[src/utf8vc_pkg.sv]
// Shared types and constants for the UTF-8 validator and counter.
package utf8vc_pkg;

	// Counter width default and width of the reported count fields
	localparam int unsigned COUNT_WIDTH_DEF = 32;
	localparam int unsigned FIELD_WIDTH     = 32;

	// Width of a per-byte increment (code point length 1..4)
	localparam int unsigned LEN_WIDTH = 3;

	// Byte class boundaries
	localparam logic [7:0] ASCII_MAX     = 8'h7F;
	localparam logic [7:0] BAD_LEAD_MAX  = 8'hC1;
	localparam logic [7:0] LEAD2_MAX     = 8'hDF;
	localparam logic [7:0] LEAD3_MAX     = 8'hEF;
	localparam logic [7:0] LEAD4_MAX     = 8'hF4;
	localparam logic [7:0] LEAD3_LOW     = 8'hE0;
	localparam logic [7:0] LEAD3_SURR    = 8'hED;
	localparam logic [7:0] LEAD4_LOW     = 8'hF0;
	localparam logic [7:0] LEAD4_HIGH    = 8'hF4;
	localparam logic [7:0] CONT_MIN_A0   = 8'hA0;
	localparam logic [7:0] CONT_MAX_9F   = 8'h9F;
	localparam logic [7:0] CONT_MIN_90   = 8'h90;
	localparam logic [7:0] CONT_MAX_8F   = 8'h8F;
	localparam logic [7:0] CONT_TAG_MASK = 8'hC0;
	localparam logic [7:0] CONT_TAG      = 8'h80;

	// Sequence lengths
	localparam logic [LEN_WIDTH-1:0] LEN_1 = 3'd1;
	localparam logic [LEN_WIDTH-1:0] LEN_2 = 3'd2;
	localparam logic [LEN_WIDTH-1:0] LEN_3 = 3'd3;
	localparam logic [LEN_WIDTH-1:0] LEN_4 = 3'd4;

	// Extra bound on the byte after a lead byte
	typedef enum logic [2:0] {
		RULE_NONE   = 3'd0,
		RULE_MIN_A0 = 3'd1,
		RULE_MAX_9F = 3'd2,
		RULE_MIN_90 = 3'd3,
		RULE_MAX_8F = 3'd4
	} rule_t;

	// Decoder state carried from byte to byte
	typedef struct packed {
		logic [1:0]           expected;
		logic [LEN_WIDTH-1:0] seq_len;
		rule_t                rule;
		logic                 err;
	} dec_state_t;

	// Completion of a code point by the current byte
	typedef struct packed {
		logic                 done;
		logic [LEN_WIDTH-1:0] len;
		logic                 wide;
	} dec_event_t;

endpackage

[src/utf8vc_decode.sv]
// Per-byte strict UTF-8 decoder: next state and code point completion.
module utf8vc_decode (
	input  utf8vc_pkg::dec_state_t st,
	input  logic [7:0]             data_byte,
	input  logic                   byte_present,
	output utf8vc_pkg::dec_state_t st_next,
	output utf8vc_pkg::dec_event_t ev
);
	import utf8vc_pkg::*;

	logic cont_ok;

	// Check a continuation byte against its tag and the second-byte bound
	always_comb begin
		cont_ok = (data_byte & CONT_TAG_MASK) == CONT_TAG;
		case (st.rule)
			RULE_MIN_A0: cont_ok = cont_ok && (data_byte >= CONT_MIN_A0);
			RULE_MAX_9F: cont_ok = cont_ok && (data_byte <= CONT_MAX_9F);
			RULE_MIN_90: cont_ok = cont_ok && (data_byte >= CONT_MIN_90);
			RULE_MAX_8F: cont_ok = cont_ok && (data_byte <= CONT_MAX_8F);
			default:     cont_ok = cont_ok;
		endcase
	end

	// Advance the decoder by one byte; ignore bytes after an error
	always_comb begin
		st_next = st;
		ev      = '0;
		if (byte_present && !st.err) begin
			if (st.expected == 2'd0) begin
				if (data_byte <= ASCII_MAX) begin
					ev.done = 1'b1;
					ev.len  = LEN_1;
				end else if (data_byte <= BAD_LEAD_MAX) begin
					st_next.err = 1'b1;
				end else if (data_byte <= LEAD2_MAX) begin
					st_next.seq_len  = LEN_2;
					st_next.expected = 2'd1;
					st_next.rule     = RULE_NONE;
				end else if (data_byte <= LEAD3_MAX) begin
					st_next.seq_len  = LEN_3;
					st_next.expected = 2'd2;
					st_next.rule     = (data_byte == LEAD3_LOW)  ? RULE_MIN_A0 :
					                   (data_byte == LEAD3_SURR) ? RULE_MAX_9F : RULE_NONE;
				end else if (data_byte <= LEAD4_MAX) begin
					st_next.seq_len  = LEN_4;
					st_next.expected = 2'd3;
					st_next.rule     = (data_byte == LEAD4_LOW)  ? RULE_MIN_90 :
					                   (data_byte == LEAD4_HIGH) ? RULE_MAX_8F : RULE_NONE;
				end else begin
					st_next.err = 1'b1;
				end
			end else begin
				st_next.rule = RULE_NONE;
				if (!cont_ok) begin
					st_next.err = 1'b1;
				end else begin
					st_next.expected = st.expected - 2'd1;
					if (st.expected == 2'd1) begin
						ev.done = 1'b1;
						ev.len  = st.seq_len;
						ev.wide = st.seq_len > LEN_1;
					end
				end
			end
		end
	end

endmodule

[src/utf8vc_sat_count.sv]
// Saturating counter with synchronous clear, exposing its next value.
module utf8vc_sat_count #(
	parameter int unsigned COUNT_WIDTH = utf8vc_pkg::COUNT_WIDTH_DEF
) (
	input  logic                              clk,
	input  logic                              arst_n,
	input  logic                              en,
	input  logic                              clear,
	input  logic [utf8vc_pkg::LEN_WIDTH-1:0]  add,
	output logic [COUNT_WIDTH-1:0]            count_next
);
	import utf8vc_pkg::*;

	logic [COUNT_WIDTH-1:0] count_q;
	logic [COUNT_WIDTH:0]   sum;

	// Add and clamp at all ones
	always_comb begin
		sum        = {1'b0, count_q} + (COUNT_WIDTH+1)'(add);
		count_next = sum[COUNT_WIDTH] ? '1 : sum[COUNT_WIDTH-1:0];
	end

	// Update on each transfer; clear at the end of a string
	always_ff @(posedge clk or negedge arst_n) begin
		if (!arst_n) begin
			count_q <= '0;
		end else if (en) begin
			count_q <= clear ? '0 : count_next;
		end
	end

endmodule

[src/utf8_validate_count.sv]
// Top level of the strict UTF-8 validator and code point counter.
//
// Usage: a string is fed one byte per transfer on the item channel
// (item_valid / item_stall, fields data_byte, byte_present, last). An item
// with byte_present low carries no byte; with last high it closes the string
// without adding a byte. Each item marked last yields one transfer on the result channel
// (result_valid / result_stall): string_ok and the three saturating counts
// up to the first error. Other items yield no result.
// Throughput: one item per cycle while item_stall is low. An item accepted
// sits in the input register, is decoded there against the byte state and,
// if last, its result is loaded into the result register when it leaves
// the input register. The decode loop through the state registers sets
// this rate.
// Reset clears the decoder state, the counters and both valid flags.
// Stall: while the result register holds an untaken result, non-last items
// keep flowing; a last item waits in the input register and item_stall
// rises until the result is taken.
module utf8_validate_count #(
	parameter int unsigned COUNT_WIDTH = utf8vc_pkg::COUNT_WIDTH_DEF
) (
	input  logic                               clk,
	input  logic                               arst_n,
	input  logic                               item_valid,
	output logic                               item_stall,
	input  logic [7:0]                         data_byte,
	input  logic                               byte_present,
	input  logic                               last,
	output logic                               result_valid,
	input  logic                               result_stall,
	output logic                               string_ok,
	output logic [utf8vc_pkg::FIELD_WIDTH-1:0] parsed_bytes,
	output logic [utf8vc_pkg::FIELD_WIDTH-1:0] code_points,
	output logic [utf8vc_pkg::FIELD_WIDTH-1:0] wide_code_points
);
	import utf8vc_pkg::*;

	logic             valid_s1;
	logic [7:0]       byte_s1;
	logic             present_s1;
	logic             last_s1;
	logic             out_free;
	logic             go_s1;
	logic             load_s1;
	dec_state_t       st_q;
	dec_state_t       st_next;
	dec_event_t       ev;
	logic [COUNT_WIDTH-1:0] bytes_next;
	logic [COUNT_WIDTH-1:0] points_next;
	logic [COUNT_WIDTH-1:0] wide_next;
	logic [FIELD_WIDTH-1:0] bytes_clip;
	logic [FIELD_WIDTH-1:0] points_clip;
	logic [FIELD_WIDTH-1:0] wide_clip;
	logic             result_valid_q;
	logic             string_ok_q;
	logic [FIELD_WIDTH-1:0] parsed_bytes_q;
	logic [FIELD_WIDTH-1:0] code_points_q;
	logic [FIELD_WIDTH-1:0] wide_code_points_q;

	// Handshake: a last item needs a free result register
	assign out_free   = !result_valid_q || !result_stall;
	assign go_s1      = valid_s1 && (!last_s1 || out_free);
	assign item_stall = valid_s1 && !go_s1;
	assign load_s1    = item_valid && !item_stall;

	// Input register
	always_ff @(posedge clk or negedge arst_n) begin
		if (!arst_n) begin
			valid_s1 <= 1'b0;
		end else if (load_s1 || go_s1) begin
			valid_s1 <= load_s1;
		end
	end

	always_ff @(posedge clk) begin
		if (load_s1) begin
			byte_s1    <= data_byte;
			present_s1 <= byte_present;
			last_s1    <= last;
		end
	end

	// Decode one byte against the held state
	utf8vc_decode u_decode (
		.st           (st_q),
		.data_byte    (byte_s1),
		.byte_present (present_s1),
		.st_next      (st_next),
		.ev           (ev)
	);

	// Hold decoder state; clear it after the last item of a string
	always_ff @(posedge clk or negedge arst_n) begin
		if (!arst_n) begin
			st_q <= '{expected: 2'd0, seq_len: '0, rule: RULE_NONE, err: 1'b0};
		end else if (go_s1) begin
			st_q <= last_s1 ? dec_state_t'{expected: 2'd0, seq_len: '0, rule: RULE_NONE,
			                               err: 1'b0}
			                : st_next;
		end
	end

	// Counters
	utf8vc_sat_count #(.COUNT_WIDTH(COUNT_WIDTH)) u_bytes (
		.clk        (clk),
		.arst_n     (arst_n),
		.en         (go_s1),
		.clear      (last_s1),
		.add        (ev.done ? ev.len : '0),
		.count_next (bytes_next)
	);

	utf8vc_sat_count #(.COUNT_WIDTH(COUNT_WIDTH)) u_points (
		.clk        (clk),
		.arst_n     (arst_n),
		.en         (go_s1),
		.clear      (last_s1),
		.add        (ev.done ? LEN_1 : '0),
		.count_next (points_next)
	);

	utf8vc_sat_count #(.COUNT_WIDTH(COUNT_WIDTH)) u_wide (
		.clk        (clk),
		.arst_n     (arst_n),
		.en         (go_s1),
		.clear      (last_s1),
		.add        ((ev.done && ev.wide) ? LEN_1 : '0),
		.count_next (wide_next)
	);

	// Clamp counts to the report width, or zero-extend them if narrower
	generate
		if (COUNT_WIDTH > FIELD_WIDTH) begin : g_clip
			assign bytes_clip  = (|bytes_next[COUNT_WIDTH-1:FIELD_WIDTH])  ? '1
			                     : bytes_next[FIELD_WIDTH-1:0];
			assign points_clip = (|points_next[COUNT_WIDTH-1:FIELD_WIDTH]) ? '1
			                     : points_next[FIELD_WIDTH-1:0];
			assign wide_clip   = (|wide_next[COUNT_WIDTH-1:FIELD_WIDTH])   ? '1
			                     : wide_next[FIELD_WIDTH-1:0];
		end else begin : g_extend
			assign bytes_clip  = FIELD_WIDTH'(bytes_next);
			assign points_clip = FIELD_WIDTH'(points_next);
			assign wide_clip   = FIELD_WIDTH'(wide_next);
		end
	endgenerate

	// Result register
	always_ff @(posedge clk or negedge arst_n) begin
		if (!arst_n) begin
			result_valid_q <= 1'b0;
		end else if (go_s1 && last_s1) begin
			result_valid_q <= 1'b1;
		end else if (!result_stall) begin
			result_valid_q <= 1'b0;
		end
	end

	always_ff @(posedge clk) begin
		if (go_s1 && last_s1) begin
			string_ok_q        <= !st_next.err && (st_next.expected == 2'd0);
			parsed_bytes_q     <= bytes_clip;
			code_points_q      <= points_clip;
			wide_code_points_q <= wide_clip;
		end
	end

	assign result_valid     = result_valid_q;
	assign string_ok        = string_ok_q;
	assign parsed_bytes     = parsed_bytes_q;
	assign code_points      = code_points_q;
	assign wide_code_points = wide_code_points_q;

	// Stall only with an item held
	a_stall_held: assert property (@(posedge clk) disable iff (!arst_n)
		item_stall |-> valid_s1)
		else $error("item stall without a held item");

	// State is clear after the last item of a string
	a_clear_after_last: assert property (@(posedge clk) disable iff (!arst_n)
		(go_s1 && last_s1) |=> (st_q.expected == 2'd0 && !st_q.err))
		else $error("decoder state not cleared after last item");

	// Count ordering of a reported result
	a_count_order: assert property (@(posedge clk) disable iff (!arst_n)
		result_valid_q |-> (wide_code_points_q <= code_points_q &&
		                    code_points_q <= parsed_bytes_q))
		else $error("result counts out of order");

endmodule

[config.mk]
export PLATFORM = sky130hd
export DESIGN_NAME = utf8_validate_count
export DESIGN_NICKNAME = d
export VERILOG_FILES = /design/src/utf8vc_pkg.sv /design/src/utf8vc_decode.sv /design/src/utf8vc_sat_count.sv /design/src/utf8_validate_count.sv
export SDC_FILE = /design/constraint.sdc
export NUM_CORES = 1
export LEC_CHECK = 0
export ABC_CLOCK_PERIOD_IN_PS = 7750
export BUFFER_PORTS_ARGS = -buffer_cell sky130_fd_sc_hd__buf_4
export CAP_MARGIN = 5
export CORE_UTILIZATION = 45
export CTS_BUF_LIST = sky130_fd_sc_hd__clkbuf_16
export CTS_CLUSTER_SIZE = 16
export DETAILED_ROUTE_END_ITERATION = 8
export GPL_TIMING_DRIVEN = 0
export SETUP_SLACK_MARGIN = 0.4
export SYNTH_ARGS = -nofsm -noshare
export SYNTH_HDL_FRONTEND = slang
export SYNTH_HIERARCHICAL = 1
export SYNTH_SLANG_ARGS = --single-unit
[constraint.sdc]
create_clock -name clk -period 7.75 [get_ports clk]
set_input_delay 1.1625 -clock clk [delete_from_list [all_inputs] [get_ports clk]]
set_output_delay 1.1625 -clock clk [all_outputs]
set_load 0.005 [all_outputs]
### After elaboration in Yosys (flattened, before gate mapping)

Cells that the tools add are included.

| operators by class | value |
|---|---|
| add/subtract/negate cells | 4 |
| $lt $le $gt $ge | 10 |
| eq/ne operators | 16 |
| muxes and demuxes | 38 |
| reductions and logical operators | 28 |

Operators by type and width:

| cell | count |
|---|---|
| 32-bit 2-to-1 mux | 6 |
| 32-bit by 1-bit adder with 33-bit output | 2 |
| 8-bit <= comparator (second input constant) | 6 |
| 32-bit by 3-bit adder with 33-bit output | 1 |
| 8-bit == test (second input constant) | 4 |
| 8-bit 2-to-1 mux | 4 |
| 9-bit 2-to-1 mux | 3 |
| 8-bit >= comparator (second input constant) | 2 |
| 3-bit 2-to-1 mux | 5 |
| 5-bit 2-to-1 mux | 3 |
| 4-bit 2-to-1 mux | 3 |
| 1-bit logical AND | 11 |
| 1-bit 2-to-1 mux | 10 |
| 8-bit by 7-bit <= comparator with 1-bit output (second input constant) | 1 |
| 1-bit zero test | 7 |
| 3-bit by 2-bit == test with 1-bit output (second input constant) | 2 |
| 2-bit 2-to-1 mux | 3 |
| 3-bit != test (second input constant) | 2 |
| 6-bit AND reduction | 1 |
| 5-bit != test (second input constant) | 1 |
| 5-bit AND reduction | 1 |
| 2-bit zero test | 2 |
| 2-bit != test (second input constant) | 2 |
| 1-bit one-hot mux with 4 select lines | 1 |
| other kinds (10) | 13 |

| word-level totals | value |
|---|---|
| flip-flop bits (word level) | 214 |
| bits of input ports | 14 |
| output and inout bits | 99 |
| word-level logic and storage cells | 112 |

### Logic depth before layout (Yosys ltp)

Gate-level depths: netlist of run 1.

| logic depth | value |
|---|---|
| word-level depth | 12 |
| depth in mapped cells | 16 |
| mapped depth without buffers | 13 |

### By module

The synthesis of run 1 kept the hierarchy.

Modules (own cells, without submodules):

| module | times used | cells an instance | area an instance (um^2) | seq. area each (um^2) |
|---|---|---|---|---|
| utf8vc_sat_count at u_bytes ... | 2 | 291 | 2,336.0 | 800.8 |
| utf8_validate_count | 1 | 176 | 3,857.4 | 3,488.3 |
| utf8vc_sat_count at u_wide | 1 | 300 | 2,561.2 | 800.8 |
| utf8vc_decode | 1 | 82 | 541.8 | 0.0 |

### Worst setup path before layout of run 1

No wires, ideal clock.

| timing | value |
|---|---|
| path type | input -> register |
| start | input port result_stall |
| end | register code_points_q[0] (netlist: code_points[0]) (enable) |
| library setup time | 490 ps |
| arrival time | 3,897 ps |
| required time | 7,260 ps |
| setup slack | 3,363 ps |
| stages | 2 |
| path buffers | 1 |
| cell sequence | buf_6 -> a21oi_2 |

| between the ends | value |
|---|---|
| word-level cells in the longest chain between the ends | 5 |

Ends and longest elaborated chain:

| item | RTL line | text |
|---|---|---|
| from (decl) | utf8_validate_count.sv:29 | `input logic result_stall,` |
| 1-bit zero test | - |  |
| 1-bit logical OR | utf8_validate_count.sv:60 | `assign out_free = !result_valid_q \|\| !result_stall;` |
| 1-bit logical OR | utf8_validate_count.sv:61 | `assign go_s1 = valid_s1 && (!last_s1 \|\| out_free);` |
| 1-bit logical AND | utf8_validate_count.sv:61 |  |
| 1-bit logical AND | utf8_validate_count.sv:158 | `if (go_s1 && last_s1) begin` |
| to (signal assigned) | utf8_validate_count.sv:161 | `code_points_q <= points_clip;` |
| to (decl) | utf8_validate_count.sv:56 | `logic [FIELD_WIDTH-1:0] code_points_q;` |

Every way passes these cells.
A chain may end at the register's enable or synchronous reset.

==> qor.txt, run 1 <==
Status - finished, final reports clean
# Max-Cap Violations - 0
Sequential power share - 48.0%
Synth area leaders - edfxtp_1 28%, dfrtp_1 23%, nand2_1 3.6%
Final Max Slew Viols - 0
Antenna violations before repair - 0
Post-synth top area share - 27.6%
Synth unique cells - 82
Post-route ant nets - 0
Starting Density - 46.1%
Dpl ws - 3.26 ns
CTS Buffer Depth - 3
Area growth syn-to-layout - 18.3%
Num rows - 58
Setup Skew - 0.0287 ns
Switching part of the total - 25.6%
Async set or reset register ratio after synthesis - 50.0%
Seq/Total Area, Yosys - 50.6%
Hold Crit Class - flop to flop
Critical path required time - 8.16 ns
Fin nets - 1317
First-pass GRT wire length - 47.9 mm
Remaining global-route overflow - 0
Min-delay src - u_wide/count_q[0]$_DFFE_PN0P_
# IOs - 113
Fill cells - 2313
YS warnings - 6
Yosys reg bits - 214
Clk sink count - 214
Number of synthesized flops with an enable pin - 107
Critical Path Source - st_q[7]$_DFFE_PN0P_
Slew @ Worst Pin - 1.27 ns
Die area - 0.0265 mm^2
Layout cells sized above 1 - 18.1%
Mux cell area share after synthesis - 0.387%
Crit path DAT - 4.92 ns
Hpwl dp - 20.2 mm
Clock network fraction of design power - 40.3%
Die width - 163 um
DR vias - 9557
Final number of setup-violating endpoints - 0
Clk_lat worst skew - 0.54 ns
Die H - 163 um
Diode count - 0
CTS Buf Count - 25
Unrepaired setup endpoints after global routing - no
Cell taking the most area after synthesis - edfxtp_1
Routed len/inst - 18.1 um
Tmin final - 4.51 ns
CTS resizes - 0
FF-to-FF setup slack - 3.24 ns
CTS Hold Buffers Added - 0
Critical Path End Type - flop
Number of global-route vias before repair - 8983
Root Driver - clkbuf_16
Post-Synth XOR/XNOR Area - 3.84%
Most common cell after layout, fill and taps aside - buf_4
Core footprint - 0.0253 mm^2
Hold path cells - 1
Worst setup SP type - flop
Cells after synthesis - 1140
Setup_tns - 0 ns
Worst Hold End - u_wide/count_q[0]$_DFFE_PN0P_
CTS HTree Levels - 1
DR pass1 iterations - 6
Smallest setup slack after layout - 3.24 ns
Mapped cell area - 0.0116 mm^2
Leakage - 5.65 nW
Main synth FF type - edfxtp_1
Reg2reg start - st_q[7]$_DFFE_PN0P_
TritonCTS clock tree - done
Fmax - 222 MHz
IO buf count - 112
Peak VDD IR - 0.164 mV
Kind of critical path - flop to flop
Post-Synth Simple-Gate Area - 21.7%
Crit share post-route - 58.2%
Pwr Density - 194 mW/mm^2
Fin. Hold Viols - 0
GRT Total Usage - 22.6%
Most frequent cells in the layout - 116 x buf_4, 112 x nand2_1, 107 x edfxtp_1, 107 x dfrtp_1, 82 x a21oi_1
Post-route DRC - 0
Post-Synth Adder-Cell Area - 1.70%
Routed Wire Length - 29.6 mm
Combinational power share - 11.7%
Main combinational cell family by area after synthesis - simple AND/OR/NAND/NOR gates
Int Power - 0.00199 W
Clock transition at path regs - 0.06 ns
DRT iter0 DRCs - 835
Max-slew headroom - 13.0%
RR Endpoint - u_bytes/count_q[7]$_DFFE_PN0P_
Synth Area per Inst - 10.2 um^2
Switch Pwr - 0.000685 W
Synth Area in Compound Gates - 16.7%
GP Congestion - 0.890
CP max FO - 10
Vias/cell - 5.83
FF-to-FF path depth - 15
Post CTS Setup Buffer Count - 0
Largest net degree at the start of global routing - 74
-- final cells by class --
cell class                 count  area [um^2]  share of cell area [%]
sequential                   214         5890                    42.8
timing repair buffer         117          943                    6.86
inverter                      29          109                   0.791
multi-input combinational    828         5190                    37.7
buffer                        74          473                    3.44
clock inverter                21          119                   0.864
clock buffer                  25          626                    4.55
tap                          330          413                    3.00
-- registers in the layout, summed over array words and instances (netlist names) --
register and count:
last_s1 1, result_valid 1, u_points/count_q 32, st_q 9
present_s1 1, code_points 32, string_ok 1, valid_s1 1
parsed_bytes 32, u_bytes/count_q 32, byte_s1 8, wide_code_points 32
u_wide/count_q 32
-- power by group through the flow --
stage / Clock, W / Sequential, W / Combinational, W
final: 0.00108 / 0.00129 / 0.000312
after detailed placement: 0 / 0.00131 / 0.000311
after global routing: 0.00115 / 0.00129 / 0.000344
after CTS: 0.00111 / 0.00129 / 0.000312
after global placement: 0 / 0.00131 / 0.000298
after floorplan: 0 / 0.00130 / 0.000175
-- per-stage QoR --
step           util, %  total power [W]  hold slack [ns]  area [um^2]  cells
3_3_place_gp      51.1          0.00161            0.500        12900   1587
5_1_grt           54.5          0.00278            0.537        13800   1638
6_report          54.5          0.00268            0.524        13800   1638
2_1_floorplan        -          0.00148            0.483        11700   1145
3_5_place_dp      51.5          0.00162            0.503        13000   1592
4_1_cts           54.5          0.00271            0.522        13800   1638
-- Yosys cell counts, types with 12 or more instances --
master / count
a21oi_1: 82
buf_6: 17
o21ai_0: 64
nand2b_1: 14
nor2_1: 79
nor4_1: 12
clkbuf_1: 29
a311oi_1: 21
nor3_1: 34
nand2_1: 112
and4_1: 22
and2_1: 20
nand3_1: 37
edfxtp_1: 107
inv_1: 28
a31oi_1: 32
nand4_1: 33
and3_1: 37
dfrtp_1: 107
xnor2_1: 45
a211oi_1: 17
-- routing by layer --
metal  routed length [um]  part of all wire (%)  vias to the layer above  GRT usage, %
li1                     -                     -                     4587             -
met1                13700                    46                     4657          31.9
met2                13800                    47                      280          36.5
met3                 1560                   5.3                       33          3.00
met4                  543                   1.8                        0          5.95
met5                    0                     0                        -             0
-- critical path, cell delays in order, from the launching register on --
cell and delay [ns]:
dfrtp_1 0.46, inv_1 0.10, ha_1 0.28, clkbuf_4 0.22, nand3b_1 0.17, a21oi_1 0.39
and2_1 0.23, ha_1 0.21, fa_1 0.23, a21oi_1 0.13, nor3_1 0.59, and4_1 0.29
clkbuf_1 0.36, nor2b_1 0.22, buf_2 0.26, a211oi_1 0.26
-- how the worst max path moves through the flow --
| stage | endpoint | slack [ns] | depth (start not counted) |
|---|---|---|---|
| 6_report | u_bytes/count_q[7]$_DFFE_PN0P_ | 3.24 | 15 |
| 5_1_grt | u_bytes/count_q[7]$_DFFE_PN0P_ | 2.80 | 15 |
| 4_1_cts | u_bytes/count_q[17]$_DFFE_PN0P_ | 3.24 | 15 |
| 3_5_place_dp | u_bytes/count_q[17]$_DFFE_PN0P_ | 3.26 | 15 |
| 3_3_place_gp | parsed_bytes[21]$_DFFE_PP_ | 1.93 | 3 |
| 2_1_floorplan | code_points[0]$_DFFE_PP_ | 3.36 | 2 |
-- cells by family after synthesis --
kind of cell               count (synthesis)
buffers and inverters                    103
muxes                                      4
xor gates and xnor gates                  51
other                                      1
DFF                                      214
adders and majority gates                 14
AOI/OAI and AO/OA                        293
and+or+nand+nor                          460
No activity file was read; power rests on OpenSTA's default activity.
==> run 2: changes to the inputs <==
ABC_CLOCK_PERIOD_IN_PS = 4700   (was 7750)
clock period = 4.7 ns   (was 7.75 ns; I/O delays follow)
==> run 2 against run 1 <==
Compared with the run above:
- sequential power grew 64%
- register-to-register slack worse by 2.6 ns
- core utilization is 0.28 points higher
- critical path type unchanged
- clock power rose by 65%
- die area unchanged
- flip-flop and latch count is the same
==> qor.txt, run 2 (same netlist as run 1, synthesis figures left out) <==
Setup Skew - 0.0237 ns (was 0.0287 ns)
GP Congestion - 0.890 (unchanged)
Diode count - 0 (unchanged)
Hold Crit Class - primary input to async pin (was flop to flop)
Die width - 163 um (unchanged)
Critical path required time - 5.06 ns (was 8.16 ns)
Peak VDD IR - 0.272 mV (was 0.164 mV)
Root Driver - clkbuf_16 (unchanged)
FF-to-FF setup slack - 0.65 ns (was 3.24 ns)
Die H - 163 um (unchanged)
First-pass GRT wire length - 47.9 mm (about the same)
Worst setup SP type - flop (unchanged)
Final number of setup-violating endpoints - 0 (unchanged)
Crit path DAT - 4.42 ns (was 4.92 ns)
IO buf count - 112 (unchanged)
Fmax - 247 MHz (was 222 MHz)
Largest net degree at the start of global routing - 74 (unchanged)
FF-to-FF path depth - 15 (unchanged)
Routed len/inst - 18.1 um (about the same)
Placed insts - 1592 (unchanged)
CP max FO - 10 (unchanged)
Status - finished, final reports clean (unchanged)
Fin nets - 1319 (was 1317)
Setup_tns - 0 ns (unchanged)
Num rows - 58 (unchanged)
Reg2reg start - byte_s1[4]$_DFFE_PP_ (was st_q[7]$_DFFE_PN0P_)
CTS HTree Levels - 1 (unchanged)
Die area - 0.0265 mm^2 (unchanged)
Remaining global-route overflow - 0 (unchanged)
Unrepaired setup endpoints after global routing - no (unchanged)
Slew @ Worst Pin - 1.18 ns (was 1.27 ns)
Core footprint - 0.0253 mm^2 (unchanged)
Crit share post-route - 86.3% (was 58.2%)
Critical Path Source - byte_s1[4]$_DFFE_PP_ (was st_q[7]$_DFFE_PN0P_)
RR Endpoint - u_bytes/count_q[7]$_DFFE_PN0P_ (unchanged)
Antenna violations before repair - 0 (unchanged)
Critical Path End Type - flop (unchanged)
Clk_lat worst skew - 0.53 ns (was 0.54 ns)
TritonCTS clock tree - done (unchanged)
DR pass1 iterations - 5 (was 6)
Post-route ant nets - 0 (unchanged)
DR vias - 9537 (was 9557)
Layout cells sized above 1 - 19.0% (was 18.1%)
Pwr Density - 320 mW/mm^2 (was 194 mW/mm^2)
CTS Buffer Depth - 3 (unchanged)
Routed Wire Length - 29.8 mm (was 29.6 mm)
Most common cell after layout, fill and taps aside - buf_4 (unchanged)
DRT iter0 DRCs - 826 (was 835)
Kind of critical path - flop to flop (unchanged)
# Max-Cap Violations - 0 (unchanged)
Vias/cell - 5.82 (was 5.83)
Non-filler cells, final - 1640 (was 1638)
Post-route DRC - 0 (unchanged)
CTS Buf Count - 25 (unchanged)
Fin. Hold Viols - 0 (unchanged)
Starting Density - 46.1% (unchanged)
Most frequent cells in the layout - 118 x buf_4, 112 x nand2_1, 107 x edfxtp_1 (was 116 x buf_4, 112 x nand2_1, 107 x edfxtp_1, 107 x dfrtp_1, 82 x a21oi_1)
Number of global-route vias before repair - 8982 (was 8983)
CTS Hold Buffers Added - 0 (unchanged)
Hpwl dp - 20.2 mm (unchanged)
Tmin final - 4.05 ns (was 4.51 ns)
GRT Total Usage - 22.6% (about the same)
Crit path capture - u_bytes/count_q[7]$_DFFE_PN0P_ (unchanged)
Clk sink count - 214 (unchanged)
Final Max Slew Viols - 0 (unchanged)
Area growth syn-to-layout - 18.9% (was 18.3%)
Leakage - 5.70 nW (was 5.65 nW)
Max-slew headroom - 19.5% (was 13.0%)
Clock transition at path regs - 0.06 ns (about the same)
# IOs - 113 (unchanged)
==> run 2: cell types whose count changed in the layout (fill, tap and decap cells not counted), sizes merged <==
cell | before | now
buf | 154 | 155
clkbuf | 61 | 62
==> run 2: area by class of cell <==
type	instances	area, um^2
fill	2298	11400
buffer	74	477
timing repair buffer	119	958
clock buffer	25	626
sequential	214	5890
inverter	29	109
tap	330	413
clock inverter	21	119
multi-input combinational	828	5240
==> run 2: metrics by stage <==
stage          setup slack (ns)  total power [W]  hold slack [ns]  cell area (um^2)  utilization [%]
3_5_place_dp              0.208          0.00267            0.503             13000             51.5
2_1_floorplan             0.771          0.00244            0.409             11700                -
4_1_cts                   0.389          0.00446           0.0762             13800             54.5
5_1_grt                   0.407          0.00460           0.0904             13800             54.8
3_3_place_gp             -0.734          0.00265            0.500             12900             51.1
6_report                  0.646          0.00442           0.0792             13800             54.8
==> run 2: metal layers <==
metal  up-vias  part of all wire [%]  routed length, um  global-route usage [%]
met1      4631                    46              13700                    31.9
met5         -                     0                  0                       0
li1       4590                     -                  -                       -
met4         0                   2.0                590                    5.95
met2       282                    47              14000                    36.5
met3        34                   5.2               1540                    3.00
==> run 2: where the power goes <==
group | leakage (nW) | internal, W | switching, W | total [W]
Clock | 0.400 | 0.00101 | 0.000764 | 0.00178
Combinational | 2.84 | 0.000208 | 0.000314 | 0.000522
Sequential | 2.45 | 0.00206 | 0.0000565 | 0.00212
==> run 2: worst min path at each step <==
stage               slack, ns                          endpoint                          start  cells past startpoint
floorplan                0.41          result_valid$_DFFE_PN0P_                         arst_n                      0
global placement         0.50     u_wide/count_q[0]$_DFFE_PN0P_  u_wide/count_q[0]$_DFFE_PN0P_                      1
detailed placement       0.50     u_wide/count_q[0]$_DFFE_PN0P_  u_wide/count_q[0]$_DFFE_PN0P_                      1
CTS                      0.08  u_points/count_q[20]$_DFFE_PN0P_                         arst_n                      1
global route             0.09  u_points/count_q[20]$_DFFE_PN0P_                         arst_n                      1
finish                   0.08  u_points/count_q[20]$_DFFE_PN0P_                         arst_n                      1
==> run 2: repair_timing <==
item                       4_1_cts  5_1_grt
resized for setup                2       14
setup endpoints to repair       22       72
cloned                           0        0
pin swaps                        0        0
buffers inserted                 0        2
==> run 2: critical path, cell delays in order, from the launching register on <==
cell and delay (ns):
edfxtp_1 0.41, buf_6 0.17, a2111o_1 0.35, o2111a_2 0.22
nand3b_1 0.15, a21oi_4 0.09, and2_1 0.18, ha_1 0.24
fa_1 0.41, a21oi_1 0.45, nor3_4 0.13, and4_1 0.17
clkbuf_2 0.19, nor2b_2 0.30, buf_2 0.32, a211oi_1 0.12
